**src/hw/rtl/stereo_mixer_bandpass_macros.svh**
```systemverilog
// assertion macros for the stereo mixer block
// expects clk and rst in the scope of each use
`ifndef STEREO_MIXER_BANDPASS_MACROS_SVH
`define STEREO_MIXER_BANDPASS_MACROS_SVH
`ifndef ASSERT_OFF
`define SMB_ASSERT_IMP(lbl, ante, cons, msg) \
  lbl: assert property (@(posedge clk) disable iff (rst) (ante) |-> (cons)) else $error(msg);
`define SMB_ASSERT_NXT(lbl, ante, cons, msg) \
  lbl: assert property (@(posedge clk) disable iff (rst) (ante) |=> (cons)) else $error(msg);
`else
`define SMB_ASSERT_IMP(lbl, ante, cons, msg)
`define SMB_ASSERT_NXT(lbl, ante, cons, msg)
`endif
`endif

```
**src/hw/rtl/smb_pkg.sv**
```systemverilog
// shared widths, register indexes and types of the stereo mixer
// no dependencies
package smb_pkg;

  localparam int NUM_CH      = 4;
  localparam int LEVEL_W     = 16;
  localparam int SUM_W       = 18;
  localparam int X_W         = 17;
  localparam int CAP_W       = 20;
  localparam int COEF_W      = 16;
  localparam int VOL_W       = 3;
  localparam int PAN_W       = 8;
  localparam int OUT_W       = 16;
  localparam int REG_IDX_W   = 3;
  localparam int CFG_DATA_W  = 16;
  localparam int QUEUE_DEPTH = 2;
  localparam int QPTR_W      = 1;

  localparam logic [REG_IDX_W-1:0] REG_PAN_ROUTE    = 3'd0;
  localparam logic [REG_IDX_W-1:0] REG_LEFT_VOLUME  = 3'd1;
  localparam logic [REG_IDX_W-1:0] REG_RIGHT_VOLUME = 3'd2;
  localparam logic [REG_IDX_W-1:0] REG_HP_COEF      = 3'd3;
  localparam logic [REG_IDX_W-1:0] REG_LP_COEF      = 3'd4;
  localparam logic [REG_IDX_W-1:0] REG_SOUND_EN     = 3'd5;

  localparam logic [COEF_W-1:0] HP_COEF_RESET = 16'd65402;
  localparam logic [COEF_W-1:0] LP_COEF_RESET = 16'd32768;

  typedef struct packed {
    logic [PAN_W-1:0]  pan_route;
    logic [VOL_W-1:0]  left_volume;
    logic [VOL_W-1:0]  right_volume;
    logic [COEF_W-1:0] hp_coef;
    logic [COEF_W-1:0] lp_coef;
    logic              sound_en;
  } cfg_t;

  typedef struct packed {
    logic                  clear;
    logic signed [X_W-1:0] left_x;
    logic signed [X_W-1:0] right_x;
  } job_t;

  typedef struct packed {
    logic full;
    logic empty;
  } qstat_t;

endpackage

```
**src/hw/rtl/smb_front.sv**
```systemverilog
// front end: takes requests, mixes and scales both sides, stages a job
// depends on smb_pkg
module smb_front (
  input  logic                                   clk,
  input  logic                                   rst,
  input  smb_pkg::cfg_t                          cfg,
  input  logic                                   in_valid,
  output logic                                   in_ready,
  input  logic [smb_pkg::NUM_CH*smb_pkg::LEVEL_W-1:0] levels,
  input  logic                                   dacs_on,
  input  smb_pkg::qstat_t                        qstat,
  output logic                                   push,
  output smb_pkg::job_t                          job
);

  logic          stage_valid;
  smb_pkg::job_t stage;
  smb_pkg::job_t job_next;
  logic signed [smb_pkg::SUM_W-1:0] lsum;
  logic signed [smb_pkg::SUM_W-1:0] rsum;
  logic accept;

  function automatic logic signed [smb_pkg::X_W-1:0] scale_side(
    input logic signed [smb_pkg::SUM_W-1:0] s,
    input logic [smb_pkg::VOL_W-1:0]        vol
  );
    logic [smb_pkg::VOL_W:0] vp1;
    logic signed [21:0]      prod;
    logic signed [21:0]      neg;
    vp1  = {1'b0, vol} + 4'd1;
    prod = 22'(s) * $signed({18'd0, vp1});
    neg  = 22'sd16 - prod;
    return neg[21:5];
  endfunction

  function automatic logic signed [smb_pkg::SUM_W-1:0] SUM_W_EXT(
    input logic [smb_pkg::LEVEL_W-1:0] v
  );
    return smb_pkg::SUM_W'($signed(v));
  endfunction

  always_comb begin
    lsum = '0;
    rsum = '0;
    for (int i = 0; i < smb_pkg::NUM_CH; i++) begin
      if (cfg.pan_route[i]) begin
        rsum = rsum + SUM_W_EXT(levels[i*smb_pkg::LEVEL_W +: smb_pkg::LEVEL_W]);
      end
      if (cfg.pan_route[i+smb_pkg::NUM_CH]) begin
        lsum = lsum + SUM_W_EXT(levels[i*smb_pkg::LEVEL_W +: smb_pkg::LEVEL_W]);
      end
    end
  end

  always_comb begin
    job_next.clear   = ~dacs_on;
    job_next.left_x  = scale_side(lsum, cfg.left_volume);
    job_next.right_x = scale_side(rsum, cfg.right_volume);
  end

  assign push     = stage_valid && !qstat.full;
  assign in_ready = !stage_valid || !qstat.full;
  assign accept   = in_valid && in_ready;
  assign job      = stage;

  always_ff @(posedge clk) begin
    if (rst) begin
      stage_valid <= 1'b0;
    end else if (accept) begin
      stage_valid <= cfg.sound_en;
    end else if (push) begin
      stage_valid <= 1'b0;
    end
  end

  always_ff @(posedge clk) begin
    if (accept) begin
      stage <= job_next;
    end
  end

endmodule

```
**src/hw/rtl/smb_queue.sv**
```systemverilog
// two-entry job queue between front and back end
// depends on smb_pkg
module smb_queue (
  input  logic            clk,
  input  logic            rst,
  input  logic            push,
  input  smb_pkg::job_t   wr_job,
  input  logic            pop,
  output smb_pkg::job_t   rd_job,
  output smb_pkg::qstat_t qstat
);

  smb_pkg::job_t entries [smb_pkg::QUEUE_DEPTH];
  logic [smb_pkg::QPTR_W-1:0] wr_ptr;
  logic [smb_pkg::QPTR_W-1:0] rd_ptr;
  logic [smb_pkg::QPTR_W:0]   count;

  assign qstat.full  = (count == (smb_pkg::QPTR_W+1)'(smb_pkg::QUEUE_DEPTH));
  assign qstat.empty = (count == '0);
  assign rd_job      = entries[rd_ptr];

  always_ff @(posedge clk) begin
    if (rst) begin
      wr_ptr <= '0;
      rd_ptr <= '0;
      count  <= '0;
    end else begin
      if (push) begin
        wr_ptr <= wr_ptr + 1'b1;
      end
      if (pop) begin
        rd_ptr <= rd_ptr + 1'b1;
      end
      case ({push, pop})
        2'b10:   count <= count + 1'b1;
        2'b01:   count <= count - 1'b1;
        default: count <= count;
      endcase
    end
  end

  always_ff @(posedge clk) begin
    if (push) begin
      entries[wr_ptr] <= wr_job;
    end
  end

endmodule

```
**src/hw/rtl/smb_back.sv**
```systemverilog
// back end: high-pass and low-pass caps on one shared multiplier, output register
// depends on smb_pkg
module smb_back (
  input  logic                    clk,
  input  logic                    rst,
  input  smb_pkg::cfg_t           cfg,
  input  smb_pkg::job_t           head,
  input  smb_pkg::qstat_t         qstat,
  output logic                    pop,
  output logic                    emit,
  output logic                    out_valid,
  input  logic                    out_ready,
  output logic [2*smb_pkg::OUT_W-1:0] out_data
);

  localparam logic [2:0] LAST_PHASE = 3'd7;

  logic          busy;
  logic [2:0]    phase;
  smb_pkg::job_t cur;
  logic signed [smb_pkg::CAP_W-1:0] lhp, llp, rhp, rlp;
  logic signed [38:0]               prod;
  logic [smb_pkg::OUT_W-1:0]        lres;

  logic                             side;
  logic signed [smb_pkg::X_W-1:0]   x;
  logic signed [smb_pkg::CAP_W-1:0] hp, lp;
  logic [smb_pkg::COEF_W-1:0]       coef;
  logic signed [21:0]               mop;
  logic signed [smb_pkg::CAP_W-1:0] hp_next, lp_next;
  logic [smb_pkg::OUT_W-1:0]        lp_out;
  logic                             emit_ok;
  logic                             advance;

  function automatic logic signed [22:0] rnd16(input logic signed [38:0] p);
    logic signed [38:0] s;
    s = p + 39'sd32768;
    return s[38:16];
  endfunction

  function automatic logic signed [smb_pkg::CAP_W-1:0] sat_cap(
    input logic signed [23:0] v
  );
    if (v > 24'sd524287) begin
      return 20'sd524287;
    end else if (v < -24'sd524288) begin
      return -20'sd524288;
    end
    return v[19:0];
  endfunction

  function automatic logic [smb_pkg::OUT_W-1:0] sat_out(
    input logic signed [smb_pkg::CAP_W-1:0] v
  );
    if (v > 20'sd32767) begin
      return 16'h7fff;
    end else if (v < -20'sd32768) begin
      return 16'h8000;
    end
    return v[15:0];
  endfunction

  assign side    = phase[2];
  assign x       = side ? cur.right_x : cur.left_x;
  assign hp      = side ? rhp : lhp;
  assign lp      = side ? rlp : llp;
  assign coef    = phase[1] ? cfg.lp_coef : cfg.hp_coef;
  assign mop     = phase[1] ? (22'(x) - 22'(hp) - 22'(lp)) : (22'(x) - 22'(hp));
  assign hp_next = sat_cap(24'(x) - 24'(rnd16(prod)));
  assign lp_next = sat_cap(24'(lp) + 24'(rnd16(prod)));
  assign lp_out  = sat_out(lp_next);

  assign emit_ok = !out_valid || out_ready;
  assign pop     = (!busy || emit) && !qstat.empty;
  assign advance = busy && !cur.clear && (phase != LAST_PHASE || emit_ok);
  assign emit    = busy && emit_ok && (cur.clear || phase == LAST_PHASE);

  always_ff @(posedge clk) begin
    if (rst) begin
      busy      <= 1'b0;
      phase     <= '0;
      out_valid <= 1'b0;
      lhp       <= '0;
      llp       <= '0;
      rhp       <= '0;
      rlp       <= '0;
    end else begin
      if (pop) begin
        busy  <= 1'b1;
        phase <= '0;
      end else if (emit) begin
        busy <= 1'b0;
      end else if (advance) begin
        phase <= phase + 3'd1;
      end

      if (emit) begin
        out_valid <= 1'b1;
      end else if (out_ready) begin
        out_valid <= 1'b0;
      end

      if (busy && cur.clear && emit_ok) begin
        lhp <= '0;
        llp <= '0;
        rhp <= '0;
        rlp <= '0;
      end else if (advance) begin
        unique case (phase[1:0])
          2'd1: begin
            if (side) rhp <= hp_next;
            else      lhp <= hp_next;
          end
          2'd3: begin
            if (side) rlp <= lp_next;
            else      llp <= lp_next;
          end
          default: ;
        endcase
      end
    end
  end

  always_ff @(posedge clk) begin
    if (pop) begin
      cur <= head;
    end
    if (advance && !phase[0]) begin
      prod <= 39'(mop) * 39'($signed({1'b0, coef}));
    end
    if (advance && phase == 3'd3) begin
      lres <= lp_out;
    end
    if (emit) begin
      out_data <= cur.clear ? '0 : {lp_out, lres};
    end
  end

endmodule

```
**src/hw/rtl/stereo_mixer_bandpass.sv**
```systemverilog
// top level of the stereo mixer with high-pass and low-pass caps
// depends on smb_pkg, smb_front, smb_queue, smb_back and the assertion macros
//
// Each request carries four Q1.15 channel levels in tdata and the dacs-on flag in
// tuser. The front end takes one request per cycle while its stage is empty or the
// queue is not full, mixes and scales both sides into its stage register and drops
// requests while audio is off; a two-entry queue feeds the back end. For a request
// with dacs on the caps of each side go through four steps (multiply, high-pass
// update, multiply, low-pass update) on a single 22x17 multiplier, one request at a
// time. A request with dacs off clears all caps and gives a zero result. A request
// passes the front-end stage register and the queue before the back end takes it.
// The result register lets the next request start while a result waits.
`include "stereo_mixer_bandpass_macros.svh"
module stereo_mixer_bandpass (
  input  logic        clk,
  input  logic        rst,
  input  logic        s_axis_tvalid,
  output logic        s_axis_tready,
  input  logic [63:0] s_axis_tdata,  // ch1_level, ch2_level, ch3_level, ch4_level
  input  logic        s_axis_tuser,  // dacs_on
  output logic        m_axis_tvalid,
  input  logic        m_axis_tready,
  output logic [31:0] m_axis_tdata,  // right_out, left_out
  input  logic        cfg_we,
  input  logic [smb_pkg::REG_IDX_W-1:0]  cfg_index,
  input  logic [smb_pkg::CFG_DATA_W-1:0] cfg_data
);

  smb_pkg::cfg_t   cfg;
  smb_pkg::job_t   push_job;
  smb_pkg::job_t   head_job;
  smb_pkg::qstat_t qstat;
  logic            push;
  logic            pop;
  logic            emit;
  logic            req_accept;

  assign req_accept = s_axis_tvalid && s_axis_tready;

  always_ff @(posedge clk) begin
    if (rst) begin
      cfg.pan_route    <= '0;
      cfg.left_volume  <= '0;
      cfg.right_volume <= '0;
      cfg.hp_coef      <= smb_pkg::HP_COEF_RESET;
      cfg.lp_coef      <= smb_pkg::LP_COEF_RESET;
      cfg.sound_en     <= 1'b0;
    end else if (cfg_we) begin
      unique case (cfg_index)
        smb_pkg::REG_PAN_ROUTE:    cfg.pan_route    <= cfg_data[smb_pkg::PAN_W-1:0];
        smb_pkg::REG_LEFT_VOLUME:  cfg.left_volume  <= cfg_data[smb_pkg::VOL_W-1:0];
        smb_pkg::REG_RIGHT_VOLUME: cfg.right_volume <= cfg_data[smb_pkg::VOL_W-1:0];
        smb_pkg::REG_HP_COEF:      cfg.hp_coef      <= cfg_data;
        smb_pkg::REG_LP_COEF:      cfg.lp_coef      <= cfg_data;
        smb_pkg::REG_SOUND_EN:     cfg.sound_en     <= cfg_data[0];
        default: ;
      endcase
    end
  end

  smb_front u_front (
    .clk      (clk),
    .rst      (rst),
    .cfg      (cfg),
    .in_valid (s_axis_tvalid),
    .in_ready (s_axis_tready),
    .levels   (s_axis_tdata),
    .dacs_on  (s_axis_tuser),
    .qstat    (qstat),
    .push     (push),
    .job      (push_job)
  );

  smb_queue u_queue (
    .clk    (clk),
    .rst    (rst),
    .push   (push),
    .wr_job (push_job),
    .pop    (pop),
    .rd_job (head_job),
    .qstat  (qstat)
  );

  smb_back u_back (
    .clk       (clk),
    .rst       (rst),
    .cfg       (cfg),
    .head      (head_job),
    .qstat     (qstat),
    .pop       (pop),
    .emit      (emit),
    .out_valid (m_axis_tvalid),
    .out_ready (m_axis_tready),
    .out_data  (m_axis_tdata)
  );

  // muted requests never reach the queue
  `SMB_ASSERT_NXT(a_mute_no_push, req_accept && !cfg.sound_en, !push, "muted request pushed")
  `SMB_ASSERT_IMP(a_push_not_full, push, !qstat.full, "push into full queue")
  `SMB_ASSERT_IMP(a_pop_not_empty, pop, !qstat.empty, "pop from empty queue")
  `SMB_ASSERT_IMP(a_result_from_back, $rose(m_axis_tvalid), $past(emit), "result without emit")

endmodule

```
**config.mk**
```make
export PLATFORM = sky130hd
export DESIGN_NAME = stereo_mixer_bandpass
export DESIGN_NICKNAME = d
export VERILOG_FILES = /design/src/hw/rtl/smb_pkg.sv /design/src/hw/rtl/smb_front.sv /design/src/hw/rtl/smb_queue.sv /design/src/hw/rtl/smb_back.sv /design/src/hw/rtl/stereo_mixer_bandpass.sv
export VERILOG_INCLUDE_DIRS = /design/src /design/src/hw/rtl
export SDC_FILE = /design/constraint.sdc
export NUM_CORES = 2
export LEC_CHECK = 0
export CAP_MARGIN = 20
export CORE_UTILIZATION = 24
export DETAILED_ROUTE_END_ITERATION = 8
export DONT_BUFFER_PORTS = 1
export GPL_TIMING_DRIVEN = 0
export PLACE_DENSITY_LB_ADDON = 0.08
export SYNTH_ARGS = -nofsm -noshare
export SYNTH_HDL_FRONTEND = slang
export SYNTH_HIERARCHICAL = 1
export SYNTH_SLANG_ARGS = --single-unit
```
**constraint.sdc**
```tcl
create_clock -name clk -period 23.1 [get_ports clk]
set_clock_uncertainty 0.1 [all_clocks]
set_input_delay 2.31 -clock clk [delete_from_list [all_inputs] [get_ports clk]]
set_output_delay 2.31 -clock clk [all_outputs]
set_load 0.05 [all_outputs]
```
After elaboration in Yosys (flattened, before gate mapping)
Memory sizes are Yosys's and may differ from the RTL's. A register that Yosys moved wholly into a read port is not among the register bits.
Cells that the tools add are included.
W data, S select, Z words.
{"block": "totals", "register_bits": 259, "mem_bits_rw": 70, "input_bits": 89, "elab_cells": 148, "memories": 1}
{"block": "op_classes", "addsub": 20, "multipliers": 3, "magnitude_cmp": 6, "n_eq_ne": 13, "muxes": 37, "n_bitwise": 3, "n_reduce_logical": 42}
{"name": "u_queue.entries", "depth": 2, "word_bits": 35, "rd": 1, "rd_ports_with_merged_regs": 1, "wr": 1, "line_no": "smb_queue.sv:13", "source": "smb_pkg::job_t entries [smb_pkg::QUEUE_DEPTH];"}
{"cell": "$mux W20", "n": 8}
{"cell": "$mux W18", "n": 8}
{"cell": "$add A18 B16 Y18", "n": 6}
{"cell": "$mux W16", "n": 4}
{"cell": "$gt A24 B20 Y1 const B", "n": 2}
{"cell": "$lt A24 B20 Y1 const B", "n": 2}
{"cell": "$mul A18 B5 Y22", "n": 2}
{"cell": "$sub A6 B22 Y22 const A", "n": 2}
{"cell": "$add A39 B17 Y39 const B", "n": 1}
{"cell": "$mul A22 B17 Y39", "n": 1}
{"cell": "$add A20 B23 Y24", "n": 1}
{"cell": "$sub A17 B23 Y24", "n": 1}
{"cell": "$mux W22", "n": 1}
{"cell": "$sub A21 B20 Y22", "n": 1}
{"cell": "$sub A17 B20 Y21", "n": 1}
{"cell": "$gt A20 B16 Y1 const B", "n": 1}
{"cell": "$lt A20 B16 Y1 const B", "n": 1}
{"cell": "$mux W17", "n": 1}
{"cell": "$mux W1", "n": 14}
{"cell": "$reduce_and A2 Y1", "n": 7}
{"cell": "$reduce_and A3 Y1", "n": 4}
{"cell": "$logic_and A1 B1 Y1", "n": 11}
{"cell": "$eq A3 B2 Y1 const B", "n": 3}
{"cell": "$eq A3 B3 Y1 const B", "n": 3}
{"cell": "17 further kinds", "n": 38}

Depth between registers and ports, before layout
{"block": "logic_depth", "word_depth": 10, "mapped_depth": 50, "ltp_nobuf": 46}

Modules after synthesis
Netlist, hierarchy kept.
{"module": "smb_back", "instances": 1, "cells_per_inst": 2776, "area_per_inst_um2": 24952.7, "seq_area_each_um2": 4914.7}
{"module": "smb_front", "instances": 1, "cells_per_inst": 1672, "area_per_inst_um2": 13250.2, "seq_area_each_um2": 1071.0}
{"module": "smb_queue", "instances": 1, "cells_per_inst": 131, "area_per_inst_um2": 2721.4, "seq_area_each_um2": 2202.1}
{"module": "stereo_mixer_bandpass", "instances": 1, "cells_per_inst": 189, "area_per_inst_um2": 1953.1, "seq_area_each_um2": 940.9}

Worst setup path before layout
OpenSTA, ideal clock, no wires.
{"block": "synth_path", "path_type": "flip-flop to flip-flop", "startpoint": "register u_back.phase[2]", "endpoint": "register u_back.prod[38] (data pin)", "setup_ns": 0.260, "arrival_time_ns": 10.940, "t_required_ns": 22.740, "setup_slack_ns": 11.800, "stages_incl_launch_ff": 47, "path_buffers": 5, "path_cell_list": "dfxtp_1 -> clkbuf_1 -> clkbuf_1 -> buf_1 -> mux2i_1 -> ha_1 -> inv_1 -> fa_1 -> a211oi_1 -> o21bai_1 -> a21oi_1 -> o21a_1 -> o21ai_0 -> a21o_1 -> a21oi_1 -> xnor2_1 -> ha_1 -> a21oi_1 -> [11 not listed] -> clkbuf_1 -> xnor2_1 -> xnor2_1 -> fa_1 -> fa_1 -> inv_1 -> fa_1 -> inv_1 -> ha_1 -> a21oi_1 -> nor2b_1 -> o21ai_0 -> nand2_1 -> a21oi_1 -> o21ai_0 -> a2111oi_0 -> nor3_1 -> xnor2_1"}
{"block": "synth_via", "elab_chain_len": 5, "word_cells_on_any_way": 7, "classes_between": "add/sub: 2; mul: 1; mux: 4"}
{"item": "start, declared", "line_no": "smb_back.sv:19", "source": "logic [2:0] phase;"}
{"item": "start signal, assigned", "line_no": "smb_back.sv:94", "source": "phase <= phase + 3'd1;"}
{"item": "$mux W17 or $mux W20 (tied branches)", "line_no": "smb_back.sv:64, smb_back.sv:65"}
{"item": "$sub A17 B20 Y21", "line_no": "smb_back.sv:68", "source": "assign mop = phase[1] ? (22'(x) - 22'(hp) - 22'(lp)) : (22'(x) - 22'(hp));"}
{"item": "$sub A21 B20 Y22", "line_no": "smb_back.sv:68"}
{"item": "$mux W22 (*)", "line_no": "smb_back.sv:68"}
{"item": "$mul A22 B17 Y39 (*)", "line_no": "smb_back.sv:129", "source": "prod <= 39'(mop) * 39'($signed({1'b0, coef}));"}
{"item": "end signal, assigned", "line_no": "smb_back.sv:129"}
{"item": "end, declared", "line_no": "smb_back.sv:22", "source": "logic signed [38:0] prod;"}
Every way passes the cells marked *; elsewhere a longest branch is shown, timed or not.
A chain may end at the register's enable or synchronous reset.

Worst setup path in the final report
Ends and elaborated chain as after synthesis.

==> results.txt <==
* Most frequently used flop master after synthesis: edfxtp_1
* Cell with the most instances after synthesis: inv_1
- The critical path runs through a total of 46 cells.
* Req. time, crit path: 23.39 ns
- Count of buffers added by post-CTS timing repair for setup: 0
* Start point of the critical path: u_back/phase[2]
- CTS root buf: clkbuf_16
- The detailed router placed 33,000 vias in this run.
- Number of nets with antenna violations after routing: 0
* Number of nets in the finished design: 5,742
* Maximum achievable frequency: 66.2 MHz
* Startpoint type of the worst setup path: flip-flop
- Min-Delay Startpoint: u_front/job[31]
* Total nets after synthesis: 5,680
- Number of enable-type register cells in the synthesized netlist: 212
* Core Region: 177,000 um^2
- Post-synthesis average cell area: 8.99 um^2
- Transition time at the pin with the least slew margin: 1.07 ns
- The netlist uses 114 different library cells.
- Post-Layout Cell Count: 7,206
* Flip-flop and latch count after synthesis: 350
- Across the run, the number of max-cap violations was 0.
- TritonCTS clock tree: built
* Share of final-layout standard cells stronger than drive strength 1: 6.04%
- Register clock-pin slew on the reported worst setup and hold paths: 0.06 ns
- Number of cells on the worst reg-to-reg path: 46
* Cell type contributing the most total cell area after synthesis: fa_1
- The commonest cells after synthesis are inv_1, nand2_1, fa_1.
- In the global route stage, overall resource usage came out at 16.4%.
- Setup repair after global routing left no endpoint under its margin.
- Filler cell count in the final layout: 19,300
* Critical path start-end classification: flip-flop to flip-flop
- Total negative setup slack: 0 ns
- The number of global-route vias before repair is 34,100.
- The number of placed instances, taps included, is 7,124.
- Tightest slew margin relative to the limit: 26.4%
* Top Ports: 123
* Final wirelength: 149 mm
* Initial antenna violation count: 2
- For the worst setup path, the data arrival time is 15.39 ns.
- The hold violation total from the final report is 0.
* Sequential element share of the synthesized area: 21.3%
* Cells after synthesis: 4,768
- Entering global routing, the biggest net connects 35 pins.
* Area Overhead vs Synth: 11.1%
- Worst Setup Slack, final: 8.00 ns
- Total CTS buffers: 43
* Sinks on Clock Net: 350
- Once the floorplan was initialized, standard cells occupied 24.2% of the core.
- DRC marker count from the first detailed-route iteration: 1,539
- The most numerous cell type found on the critical path is fa_1.
* Syn Std Cell Area: 42,900 um^2
- The worst hold path belongs to the class flip-flop to flip-flop.
- In this run the deepest clock path goes through 3 buffers.
- The placed instances occupy a cell area of 46,100 um^2.
* Placement-stage worst setup slack: 7.85 ns
- In this run the critical register-to-register path is launched from u_back/phase[2].
- Grt total ovfl: 0
- H-Tree Depth: 2
- By area the synthesized netlist is led by fa_1, edfxtp_1, ha_1, dfxtp_1, inv_1.
- At the end of routability-driven placement, the weighted congestion stood at 0.832.
- Dividing the detail-routed wire length by the instance count gives 20.6 um.
- Die width: 425 um
- Min cycle time layout: 15.10 ns
* Chip Height: 425 um
- Die area: 180,000 um^2
- Max Slew Vio Count: 0
* Row Count: 154
- Wire length of the first global-routing pass: 222 mm
- Via density per instance: 4.58
* Result of the run: finished, final reports clean
- For this run, asynchronously set or reset flops after synthesis account for 0%.
- Tcrit/Tclk final: 65.4%
- With fillers left out, the area of the finished cells amounts to 47,700 um^2.
* Number of warnings issued by yosys: 6
- Port Buffer Count: 0
- In the routed design, unresolved DRC markers number 0.
- Proportion of netlist area held by the largest area contributor: 19.7%
- The worst setup path is captured at a flip-flop.
* Largest stage delay, worst path: 0.86 ns
- Critical-path cell with the highest stage delay: buf_1
- For this run, the detailed router's first-pass iteration total came to 5.
- Hold path cells: 0
- For this design, the CTS-stage hold fixing added 0 buffers.
* CP bufs+invs: 9
- Number of gates resized after CTS: 0
- Detailed placement finished with a half-perimeter wire length of 126 mm.
- Cell class contributing the biggest share of worst-path delay: compound AO/OA/AOI/OAI gates
- Crit Path Max Fanout: 10
* Clock insertion delay at the later pin of the skew report: 0.62 ns
* Number of setup violations in the final report: 0
==> through the flow <==
stage	hold WS, ns	utilization [%]
detailed placement	0.331	26.1
CTS	0.345	26.9
floorplan	0.320	-
global placement	0.325	25.9
finish	0.344	26.9
global route	0.347	26.9
==> state kept, by name, indices dropped and copies added (netlist names), 3 cells and up, named ones only <==
signal,cells
u_queue/entries,70
cfg,47
u_back/cur,35
u_front/job,35
u_back/out_data,32
u_back/prod,24
u_back/lhp,20
u_back/llp,20
u_back/rhp,20
u_back/rlp,20
u_back/lres,16
u_back/phase,3
==> metal layers <==
| metal | global-route usage, % | wire length [um] | up-vias |
|---|---|---|---|
| met4 | 3.03 | 2620 | 0 |
| li1 | - | - | 16100 |
| met2 | 29.0 | 73500 | 442 |
| met3 | 1.76 | 4480 | 95 |
| met5 | 0 | 0 | - |
| met1 | 21.4 | 68000 | 16400 |
==> logic make-up (layout without fill, tap and decap cells) <==
family                   after synthesis  count (layout)  share of synthesized area (%)
AO/OA/AOI/OAI                        894             894                           13.9
XOR/XNOR                             232             232                           4.84
adder cells (fa/ha/maj)              826             826                           31.5
buffers and inverters                850             947                           7.59
flip-flops                           350             350                           21.3
multiplexers                         222             222                           5.49
other                                  0               1                              0
AND/OR/NAND/NOR                     1394            1394                           15.5
==> worst paths after layout <==
| check | end | slack (ns) |
|---|---|---|
| max reg2reg | u_back/prod[38] | 8.00 |
| min reg2reg | u_queue/entries[1][31] | 0.34 |
| max | u_back/prod[38] | 8.00 |
| min | u_queue/entries[1][31] | 0.34 |
==> worst register-to-register path: cells and delay by family (launching register included) <==
kind | cells | cell delay (ns)
buf+inv | 9 | 3.06
fa+ha+maj | 9 | 4.17
flops | 1 | 0.33
compound gates | 18 | 4.21
mux | 1 | 0.72
xor+xnor | 4 | 1.42
simple gates | 5 | 0.85
==> cell type report <==
| type | count | area (um^2) | share of cell area (%) |
|---|---|---|---|
| Buffer | 156 | 648 | 1.36 |
| Antenna cell | 1 | 2.50 | 0.00525 |
| Inverter | 694 | 2610 | 5.47 |
| Multi-Input combinational cell | 3568 | 30500 | 64.1 |
| Sequential cell | 350 | 9130 | 19.2 |
| Clock inverter | 28 | 432 | 0.906 |
| Clock buffer | 52 | 1130 | 2.37 |
| Timing Repair Buffer | 17 | 244 | 0.512 |
| Tap cell | 2340 | 2930 | 6.14 |
==> cell usage in the layout (no fill, tap or decap), drive strengths merged, types with 20 or more instances in the layout <==
master  synthesis  routed
nand2         462     462
nor2          384     384
edfxtp        212     212
or3            20      20
o31ai          26      26
and3           31      31
nor3           53      53
o211ai         24      24
a21oi         229     229
a211oi         34      34
fa            422     422
xor2           67      67
nand3          63      63
a31oi          33      33
mux2           94      94
buf            37      54
ha            401     401
clkbuf        119     171
o21a           52      52
mux2i         128     128
a21o           68      68
nand2b        100     100
xnor2         162     162
or2            25      25
nor2b          74      74
o21ai         242     242
inv           690     692
o21bai         24      24
and2          105     105
dfxtp         138     138
Power is left out: the tool's default activity adds up to more than one toggle a clock period on the data nets, which glitch-free logic cannot reach.
